==> config.mk <==
export PLATFORM = sky130hd
export DESIGN_NAME = signed_shift_subtract_divider_flat
export DESIGN_NICKNAME = d
export VERILOG_FILES = /design/src/rtl/ssd_pkg.sv /design/src/rtl/ssd_if.sv /design/src/rtl/ssd_core.sv /design/src/rtl/ssd_ctrl.sv /design/src/rtl/signed_shift_subtract_divider.sv /design/src/flat_wrapper.sv
export SDC_FILE = /design/constraint.sdc
export NUM_CORES = 1
export LEC_CHECK = 0
export BUFFER_PORTS_ARGS = -buffer_cell sky130_fd_sc_hd__buf_2
export CORE_MARGIN = 5
export CORE_UTILIZATION = 60
export DETAILED_ROUTE_END_ITERATION = 8
export PLACE_DENSITY_LB_ADDON = 0.3
export SLEW_MARGIN = 10
export SYNTH_ARGS = -nofsm -noshare
export SYNTH_HDL_FRONTEND = slang
export SYNTH_SLANG_ARGS = --single-unit
==> constraint.sdc <==
create_clock -name clock -period 4.1 [get_ports clock]
set_input_delay 0.615 -clock clock [delete_from_list [all_inputs] [get_ports clock]]
set_output_delay 0.615 -clock clock [all_outputs]
set_load 0.03 [all_outputs]
==> src/rtl/ssd_pkg.sv <==
`default_nettype none
// ----------------------------------------------------------------------------
// Signed divider package
// Shared constants, sequencer states and the control word that the sequencer
// sends to the datapath.
// ----------------------------------------------------------------------------
package ssd_pkg;

   localparam int DATA_WIDTH_DEFAULT = 32;

   typedef enum logic [1:0] {
      ST_IDLE,
      ST_RUN,
      ST_FIX
   } state_type;

   typedef struct packed {
      logic load;
      logic step;
      logic finish;
   } ctrl_type;

endpackage : ssd_pkg
`default_nettype wire

==> src/rtl/ssd_if.sv <==
`default_nettype none
// ----------------------------------------------------------------------------
// Signed divider channels
// Valid/ready channels for the operand word and the result word.
// ----------------------------------------------------------------------------
interface ssd_req_if #(
   parameter int DATA_WIDTH = 32
);
   logic                         valid;
   logic                         ready;
   logic signed [DATA_WIDTH-1:0] numerator;
   logic signed [DATA_WIDTH-1:0] denominator;

   modport source (output valid, output numerator, output denominator, input ready);
   modport sink   (input valid, input numerator, input denominator, output ready);
endinterface : ssd_req_if

interface ssd_rsp_if #(
   parameter int DATA_WIDTH = 32
);
   logic                         valid;
   logic                         ready;
   logic signed [DATA_WIDTH-1:0] quotient;
   logic                         zero_divisor;
   logic                         overflowed;

   modport source (output valid, output quotient, output zero_divisor, output overflowed,
                   input ready);
   modport sink   (input valid, input quotient, input zero_divisor, input overflowed,
                   output ready);
endinterface : ssd_rsp_if
`default_nettype wire

==> src/rtl/ssd_core.sv <==
`default_nettype none
// ----------------------------------------------------------------------------
// Signed divider datapath
// Operand magnitudes, one shared shift-subtract unit producing one quotient
// bit per step, and the sign fix-up into the result register.
// ----------------------------------------------------------------------------
module ssd_core import ssd_pkg::*; #(
   parameter int DATA_WIDTH = DATA_WIDTH_DEFAULT
) (
   input  wire logic                         clock,
   input  wire ctrl_type                     ctrl,
   input  wire logic signed [DATA_WIDTH-1:0] numerator,
   input  wire logic signed [DATA_WIDTH-1:0] denominator,
   output logic signed [DATA_WIDTH-1:0]      quotient,
   output logic                              zero_divisor,
   output logic                              overflowed
);

   localparam logic [DATA_WIDTH-1:0] MAX_POS = {1'b0, {(DATA_WIDTH-1){1'b1}}};

   logic [DATA_WIDTH-1:0] dvd_ff, dvd_in;
   logic [DATA_WIDTH-1:0] rem_ff, rem_in;
   logic [DATA_WIDTH-1:0] dvs_ff, dvs_in;
   logic                  neg_ff, neg_in;
   logic                  zero_ff, zero_in;
   logic [DATA_WIDTH-1:0] quo_ff, quo_in;
   logic                  zdv_ff, zdv_in;
   logic                  ovf_ff, ovf_in;

   logic [DATA_WIDTH-1:0] num_u;
   logic [DATA_WIDTH-1:0] den_u;
   logic [DATA_WIDTH:0]   shifted;
   logic [DATA_WIDTH+1:0] diff;
   logic                  fits;

   assign num_u   = $unsigned(numerator);
   assign den_u   = $unsigned(denominator);
   assign shifted = {rem_ff, dvd_ff[DATA_WIDTH-1]};
   assign diff    = {1'b0, shifted} - {2'b00, dvs_ff};
   assign fits    = ~diff[DATA_WIDTH+1];

   always_comb begin
      dvd_in  = dvd_ff;
      rem_in  = rem_ff;
      dvs_in  = dvs_ff;
      neg_in  = neg_ff;
      zero_in = zero_ff;
      quo_in  = quo_ff;
      zdv_in  = zdv_ff;
      ovf_in  = ovf_ff;
      if (ctrl.load) begin
         dvd_in  = num_u[DATA_WIDTH-1] ? (~num_u + 1'b1) : num_u;
         dvs_in  = den_u[DATA_WIDTH-1] ? (~den_u + 1'b1) : den_u;
         rem_in  = '0;
         neg_in  = num_u[DATA_WIDTH-1] ^ den_u[DATA_WIDTH-1];
         zero_in = (den_u == '0);
      end
      if (ctrl.step) begin
         rem_in = fits ? diff[DATA_WIDTH-1:0] : shifted[DATA_WIDTH-1:0];
         dvd_in = {dvd_ff[DATA_WIDTH-2:0], fits};
      end
      if (ctrl.finish) begin
         zdv_in = zero_ff;
         ovf_in = 1'b0;
         if (zero_ff) begin
            quo_in = '0;
         end else if (neg_ff) begin
            quo_in = ~dvd_ff + 1'b1;
         end else if (dvd_ff[DATA_WIDTH-1]) begin
            // most negative over minus one: saturate
            quo_in = MAX_POS;
            ovf_in = 1'b1;
         end else begin
            quo_in = dvd_ff;
         end
      end
   end

   always_ff @(posedge clock) begin
      dvd_ff  <= dvd_in;
      rem_ff  <= rem_in;
      dvs_ff  <= dvs_in;
      neg_ff  <= neg_in;
      zero_ff <= zero_in;
      quo_ff  <= quo_in;
      zdv_ff  <= zdv_in;
      ovf_ff  <= ovf_in;
   end

   assign quotient     = $signed(quo_ff);
   assign zero_divisor = zdv_ff;
   assign overflowed   = ovf_ff;

endmodule : ssd_core
`default_nettype wire

==> src/rtl/ssd_ctrl.sv <==
`default_nettype none
// ----------------------------------------------------------------------------
// Signed divider sequencer
// Takes an operand word, runs one step per quotient bit, then hands the
// fixed-up result to the output register once it is free.
// ----------------------------------------------------------------------------
module ssd_ctrl import ssd_pkg::*; #(
   parameter int DATA_WIDTH = DATA_WIDTH_DEFAULT
) (
   input  wire logic clock,
   input  wire logic reset,
   input  wire logic req_valid,
   output logic      req_ready,
   output logic      rsp_valid,
   input  wire logic rsp_ready,
   output ctrl_type  ctrl
);

   localparam int CNT_W = $clog2(DATA_WIDTH);
   localparam logic [CNT_W-1:0] LAST_BIT = CNT_W'(DATA_WIDTH - 1);

   state_type        state_ff, state_in;
   logic [CNT_W-1:0] cnt_ff, cnt_in;
   logic             vld_ff, vld_in;
   logic             out_free;

   assign out_free = ~vld_ff | rsp_ready;

   always_comb begin
      state_in = state_ff;
      case (state_ff)
         ST_IDLE: begin
            if (req_valid) state_in = ST_RUN;
         end
         ST_RUN: begin
            if (cnt_ff == '0) state_in = ST_FIX;
         end
         ST_FIX: begin
            if (out_free) state_in = ST_IDLE;
         end
         default: state_in = ST_IDLE;
      endcase
   end

   always_comb begin
      req_ready   = 1'b0;
      ctrl.load   = 1'b0;
      ctrl.step   = 1'b0;
      ctrl.finish = 1'b0;
      cnt_in      = cnt_ff;
      case (state_ff)
         ST_IDLE: begin
            req_ready = 1'b1;
            ctrl.load = req_valid;
            cnt_in    = LAST_BIT;
         end
         ST_RUN: begin
            ctrl.step = 1'b1;
            cnt_in    = cnt_ff - 1'b1;
         end
         ST_FIX: begin
            ctrl.finish = out_free;
         end
         default: begin
            cnt_in = LAST_BIT;
         end
      endcase
      vld_in = ctrl.finish | (vld_ff & ~rsp_ready);
   end

   always_ff @(posedge clock) begin
      if (reset) begin
         state_ff <= ST_IDLE;
         cnt_ff   <= LAST_BIT;
         vld_ff   <= 1'b0;
      end else begin
         state_ff <= state_in;
         cnt_ff   <= cnt_in;
         vld_ff   <= vld_in;
      end
   end

   assign rsp_valid = vld_ff;

endmodule : ssd_ctrl
`default_nettype wire

==> src/rtl/signed_shift_subtract_divider.sv <==
`default_nettype none
// ----------------------------------------------------------------------------
// Signed shift-subtract divider
// Signed integer division, quotient truncated toward zero, no remainder.
// ----------------------------------------------------------------------------
// A word is accepted and its operand magnitudes are loaded; then the single
// shift-subtract unit produces one quotient bit per cycle; then the sign
// fix-up writes the result to the output register. The fix-up cycle repeats
// while the output register still holds a result that has not been taken.
// The block takes no new word while a division runs; a finished result
// waits in the output register, so the next word is taken while it is still
// held. A zero divisor gives quotient 0 with zero_divisor set; the most
// negative value divided by minus one gives the largest positive value with
// overflowed set.
module signed_shift_subtract_divider import ssd_pkg::*; #(
   parameter int DATA_WIDTH = DATA_WIDTH_DEFAULT
) (
   input  wire logic clock,
   input  wire logic reset,
   ssd_req_if.sink   req_chan,
   ssd_rsp_if.source rsp_chan
);

   ctrl_type ctrl;

   ssd_ctrl #(
      .DATA_WIDTH (DATA_WIDTH)
   ) u_ctrl (
      .clock     (clock),
      .reset     (reset),
      .req_valid (req_chan.valid),
      .req_ready (req_chan.ready),
      .rsp_valid (rsp_chan.valid),
      .rsp_ready (rsp_chan.ready),
      .ctrl      (ctrl)
   );

   ssd_core #(
      .DATA_WIDTH (DATA_WIDTH)
   ) u_core (
      .clock        (clock),
      .ctrl         (ctrl),
      .numerator    (req_chan.numerator),
      .denominator  (req_chan.denominator),
      .quotient     (rsp_chan.quotient),
      .zero_divisor (rsp_chan.zero_divisor),
      .overflowed   (rsp_chan.overflowed)
   );

   a_busy_after_accept: assert property (@(posedge clock) disable iff (reset)
      (req_chan.valid && req_chan.ready) |=> !req_chan.ready)
      else $error("divider took a word while busy");

   a_flags_exclusive: assert property (@(posedge clock) disable iff (reset)
      rsp_chan.valid |-> !(rsp_chan.zero_divisor && rsp_chan.overflowed))
      else $error("both result flags set");

   a_zero_quotient: assert property (@(posedge clock) disable iff (reset)
      (rsp_chan.valid && rsp_chan.zero_divisor) |-> (rsp_chan.quotient == '0))
      else $error("zero divisor with non-zero quotient");

   a_finish_only_free: assert property (@(posedge clock) disable iff (reset)
      ctrl.finish |-> (!rsp_chan.valid || rsp_chan.ready))
      else $error("result overwritten before it was taken");

endmodule : signed_shift_subtract_divider
`default_nettype wire
==> src/flat_wrapper.sv <==
// flat-port wrapper written by rule: the top's interface ports become plain ports
module signed_shift_subtract_divider_flat import ssd_pkg::*;
#(
   parameter int DATA_WIDTH = DATA_WIDTH_DEFAULT
)
  (clock, reset, req_chan_valid, req_chan_numerator, req_chan_denominator, req_chan_ready, rsp_chan_valid, rsp_chan_quotient, rsp_chan_zero_divisor, rsp_chan_overflowed, rsp_chan_ready);
  ssd_req_if #(.DATA_WIDTH(DATA_WIDTH)) req_chan_i ();
  ssd_rsp_if #(.DATA_WIDTH(DATA_WIDTH)) rsp_chan_i ();
  input  wire logic clock;
  input  wire logic reset;
  input wire logic [$bits(req_chan_i.valid)-1:0] req_chan_valid;
  input wire logic [$bits(req_chan_i.numerator)-1:0] req_chan_numerator;
  input wire logic [$bits(req_chan_i.denominator)-1:0] req_chan_denominator;
  output wire logic [$bits(req_chan_i.ready)-1:0] req_chan_ready;
  output wire logic [$bits(rsp_chan_i.valid)-1:0] rsp_chan_valid;
  output wire logic [$bits(rsp_chan_i.quotient)-1:0] rsp_chan_quotient;
  output wire logic [$bits(rsp_chan_i.zero_divisor)-1:0] rsp_chan_zero_divisor;
  output wire logic [$bits(rsp_chan_i.overflowed)-1:0] rsp_chan_overflowed;
  input wire logic [$bits(rsp_chan_i.ready)-1:0] rsp_chan_ready;
  assign req_chan_i.valid = req_chan_valid;
  assign req_chan_i.numerator = req_chan_numerator;
  assign req_chan_i.denominator = req_chan_denominator;
  assign req_chan_ready = req_chan_i.ready;
  assign rsp_chan_valid = rsp_chan_i.valid;
  assign rsp_chan_quotient = rsp_chan_i.quotient;
  assign rsp_chan_zero_divisor = rsp_chan_i.zero_divisor;
  assign rsp_chan_overflowed = rsp_chan_i.overflowed;
  assign rsp_chan_i.ready = rsp_chan_ready;
  signed_shift_subtract_divider #(.DATA_WIDTH(DATA_WIDTH)) u_core (.clock(clock), .reset(reset), .req_chan(req_chan_i), .rsp_chan(rsp_chan_i));
endmodule
==> results.yml <==
status:
  status: "finished, final reports clean"
pwr:
  p_per_area_nw_per_um2: 435
  power_mw: 4.46
  peakVddDrop_mv: 0.340
  p_leak_nw: 4.08
min_path:
  hold_class: "input pin to flip-flop"
  hold_path_depth: 2
clocking:
  clk_latency_ns: 0.43
  cts_setup_buffers: 0
  cts_root_buffer: "clkbuf_16"
  clkSlewWorstSetupHoldPaths_ns: 0.06
  cts_buffer_depth: 2
  cts_tree: "built"
  cts_resized: 0
  cts_num_sinks: 140
  numCtsBuffers: 17
  cts-htree-levels: 4
  postCtsHoldBufs: 0
yosys:
  netlist_instances: 919
  ys_seq_area_share_pct: 45.7
  synth_area_sq_um: 9020
  synth-edff-count: 132
  synth_nets: 1025
  ys_warn_count: 0
  synthDistinctLibCells: 63
  synth.avg_cell_area_sq_um: 9.81
  async_flop_share_pct: 0
  ys.flop_type: "edfxtp_1"
  synth-seq-cells: 140
setup_path:
  required_ns: 4.27
  crit_fanout: 27
  startpoint_type: "flip-flop"
  cp.arrival_ns: 3.77
  reg2regPathDepth: 11
  end_kind: "flip-flop"
  crit_type: "flip-flop to flip-flop"
timing:
  final-setup-viol-count: 0
  grt_setup_unrepaired: "no"
  setup_tns_ns: 0
  post-route-min-period_ns: 3.61
  max_freq_ghz: 0.277
  finClkSkew_ns: 0.0183
  final-hold-violation-count: 0
  drv_slew: 0
  tightest_slew_ns: 1.12
  min_period_over_period_pct: 88.0
  maxSlewHeadroom_pct: 25.5
grt:
  grt_max_degree: 41
  grt_overflow: 0
  grt_pass1_vias: 6679
  grt_use_total_pct: 22.3
  antenna_found_initial: 0
  grt_pass1_wl_um: 32100
die:
  start_util_pct: 61.6
  dieArea_sq_um: 17600
  fp-row-count: 44
  fp.dieW_um: 133
  core-area_sq_um: 14600
  die_y_um: 133
  io_pins: 104
detailed_routing:
  dr.pass1.iters: 5
  drtAntennaViolNets: 0
  routedWlPerCell_um: 16.0
  viasPerCell: 5.99
  drt_first_iter_violations: 509
  wirelength_um: 19300
  drc: 0
  vias: 7244
cells_and_area:
  final_nets: 1119
  num_antenna_cells: 0
  nFillCells: 1132
  syn_to_final_growth_pct: 13.9
  drive_gt1_share_pct: 16.4
placed_design:
  place.gp.congestion: 0.914
  portBuffers: 103
  dp_hpwl_um: 14300
run:
  maxCapViolations: 0
## through the flow
stage	worst slack (ns)	area (sq um)	hold slack [ns]	utilization (%)	std cells
2_1_floorplan	0.977	9020	0.424	-	919
3_3_place_gp	0.649	9720	0.517	66.4	1178
5_1_grt	0.316	10300	0.436	70.1	1209
3_5_place_dp	0.544	9720	0.517	66.4	1178
6_report	0.493	10300	0.440	70.1	1209
4_1_cts	0.525	10300	0.427	70.1	1209
## synthesized netlist by cell type, types with 4 or more instances
cell      instances  area (sq um)
edfxtp_1        132          3960
buf_1             6          22.5
o21ai_1           8          40.0
o21ai_0          69           345
or4_1             9          67.6
inv_1            46           173
o21bai_1          5          37.5
a31o_2            4          35.0
xor2_1           44           385
a31oi_1           7          43.8
nor4_1            7          43.8
nor2b_1           7          43.8
o31ai_1          17           128
xnor2_1          44           385
nor3_1           33           165
a21o_1           21           158
nand2b_1         14          87.6
o22ai_1          10          62.6
o21a_1            8          60.1
nand3_1           8          40.0
a211oi_1         24           180
dfxtp_1           8           160
a311oi_1         10          87.6
mux2i_1          21           210
or4_4             4          45.0
clkbuf_1         29           109
or3_1            10          62.6
nor2_1           92           345
nand4_1           4          25.0
nand2_1          84           315
a21oi_1          44           220
ha_1             37           463
o41ai_1           8          70.1
## cell families (layout without fill, tap and decap cells)
group	count (synthesis)	in the layout	share of synthesized area [%]
DFF	140	140	45.7
muxes	21	21	2.33
AOI/OAI and AO/OA	254	254	18.4
and+or+nand+nor	294	294	16.1
adders and majority gates	38	38	5.36
buffers and inverters	84	190	3.52
xor gates and xnor gates	88	88	8.55
## state kept, by name, summed over array words and instances, names as in the netlist
register and count:
u_core.u_core.neg_ff 1, u_core.u_core.quotient 32, u_core.u_ctrl.rsp_valid 1, u_core.u_core.dvd_ff 32, u_core.u_ctrl.cnt_ff 5, u_core.u_core.zero_ff 1, u_core.u_ctrl.state_ff 2, u_core.u_core.rem_ff 32
u_core.u_core.overflowed 1, u_core.u_core.dvs_ff 32, u_core.u_core.zero_divisor 1
## worst paths after layout
check,from,end,slack [ns]
hold / removal,reset,u_core.u_ctrl.rsp_valid$_SDFF_PP0_,0.44
hold reg to reg,u_core.u_ctrl.rsp_valid$_SDFF_PP0_,u_core.u_ctrl.rsp_valid$_SDFF_PP0_,0.52
setup / recovery,u_core.u_core.rem_ff[8]$_SDFFCE_PN0P_,u_core.u_core.rem_ff[3]$_SDFFCE_PN0P_,0.49
setup reg to reg,u_core.u_core.rem_ff[8]$_SDFFCE_PN0P_,u_core.u_core.rem_ff[3]$_SDFFCE_PN0P_,0.49
## worst max-delay path, cell delays in order, from the launching register on
cell      delay [ns]
edfxtp_1        0.40
ha_1            0.39
a21oi_1         0.27
o211ai_1        0.14
a22o_1          0.20
or4b_1          0.55
a31o_2          0.30
o21ba_2         0.21
nand2b_2        0.36
buf_12          0.26
mux2i_1         0.17
nor2_1          0.06
## layout by cell type, fill, tap and decap left out, drive strengths merged, types with 5 or more instances in the layout
cell	count
o21ai	77
dfxtp	8
o21bai	5
xnor2	44
edfxtp	132
a311oi	10
mux2i	21
or4	14
or3	13
nand2	84
xor2	44
nor2b	7
o41ai	10
nor3	34
nor4	8
buf	112
clkbuf	17
ha	37
a211oi	24
clkinv	8
a21oi	44
inv	46
clkinvlp	5
o22ai	10
a31oi	7
nor2	92
o21a	8
a21o	21
nand2b	15
o31ai	18
nand3	8
## routing by layer
layer / global-route usage, % / vias to the layer above / part of all wire (%)
li1: - / 3605 / -
met1: 28.8 / 3377 / 44
met2: 38.6 / 237 / 49
met3: 3.95 / 25 / 5.5
met4: 6.76 / 0 / 1.3
met5: 0 / - / 0
## report_power, final
group / internal [mW] / switching, mW / total, mW / leakage, nW
Combinational: 0.481 / 0.662 / 1.14 / 2.47
Sequential: 1.75 / 0.114 / 1.87 / 1.35
Clock: 0.878 / 0.578 / 1.46 / 0.261
## cell type report
cell class	count	area, sq um	area share, %
Tap cell	184	230	2.24
Timing Repair Buffer	112	596	5.80
Multi-Input combinational cell	695	4590	44.7
Clock inverter	14	130	1.27
Clock buffer	17	425	4.14
Inverter	47	176	1.72
Sequential cell	140	4120	40.1
(Power assumes the default switching activity.)
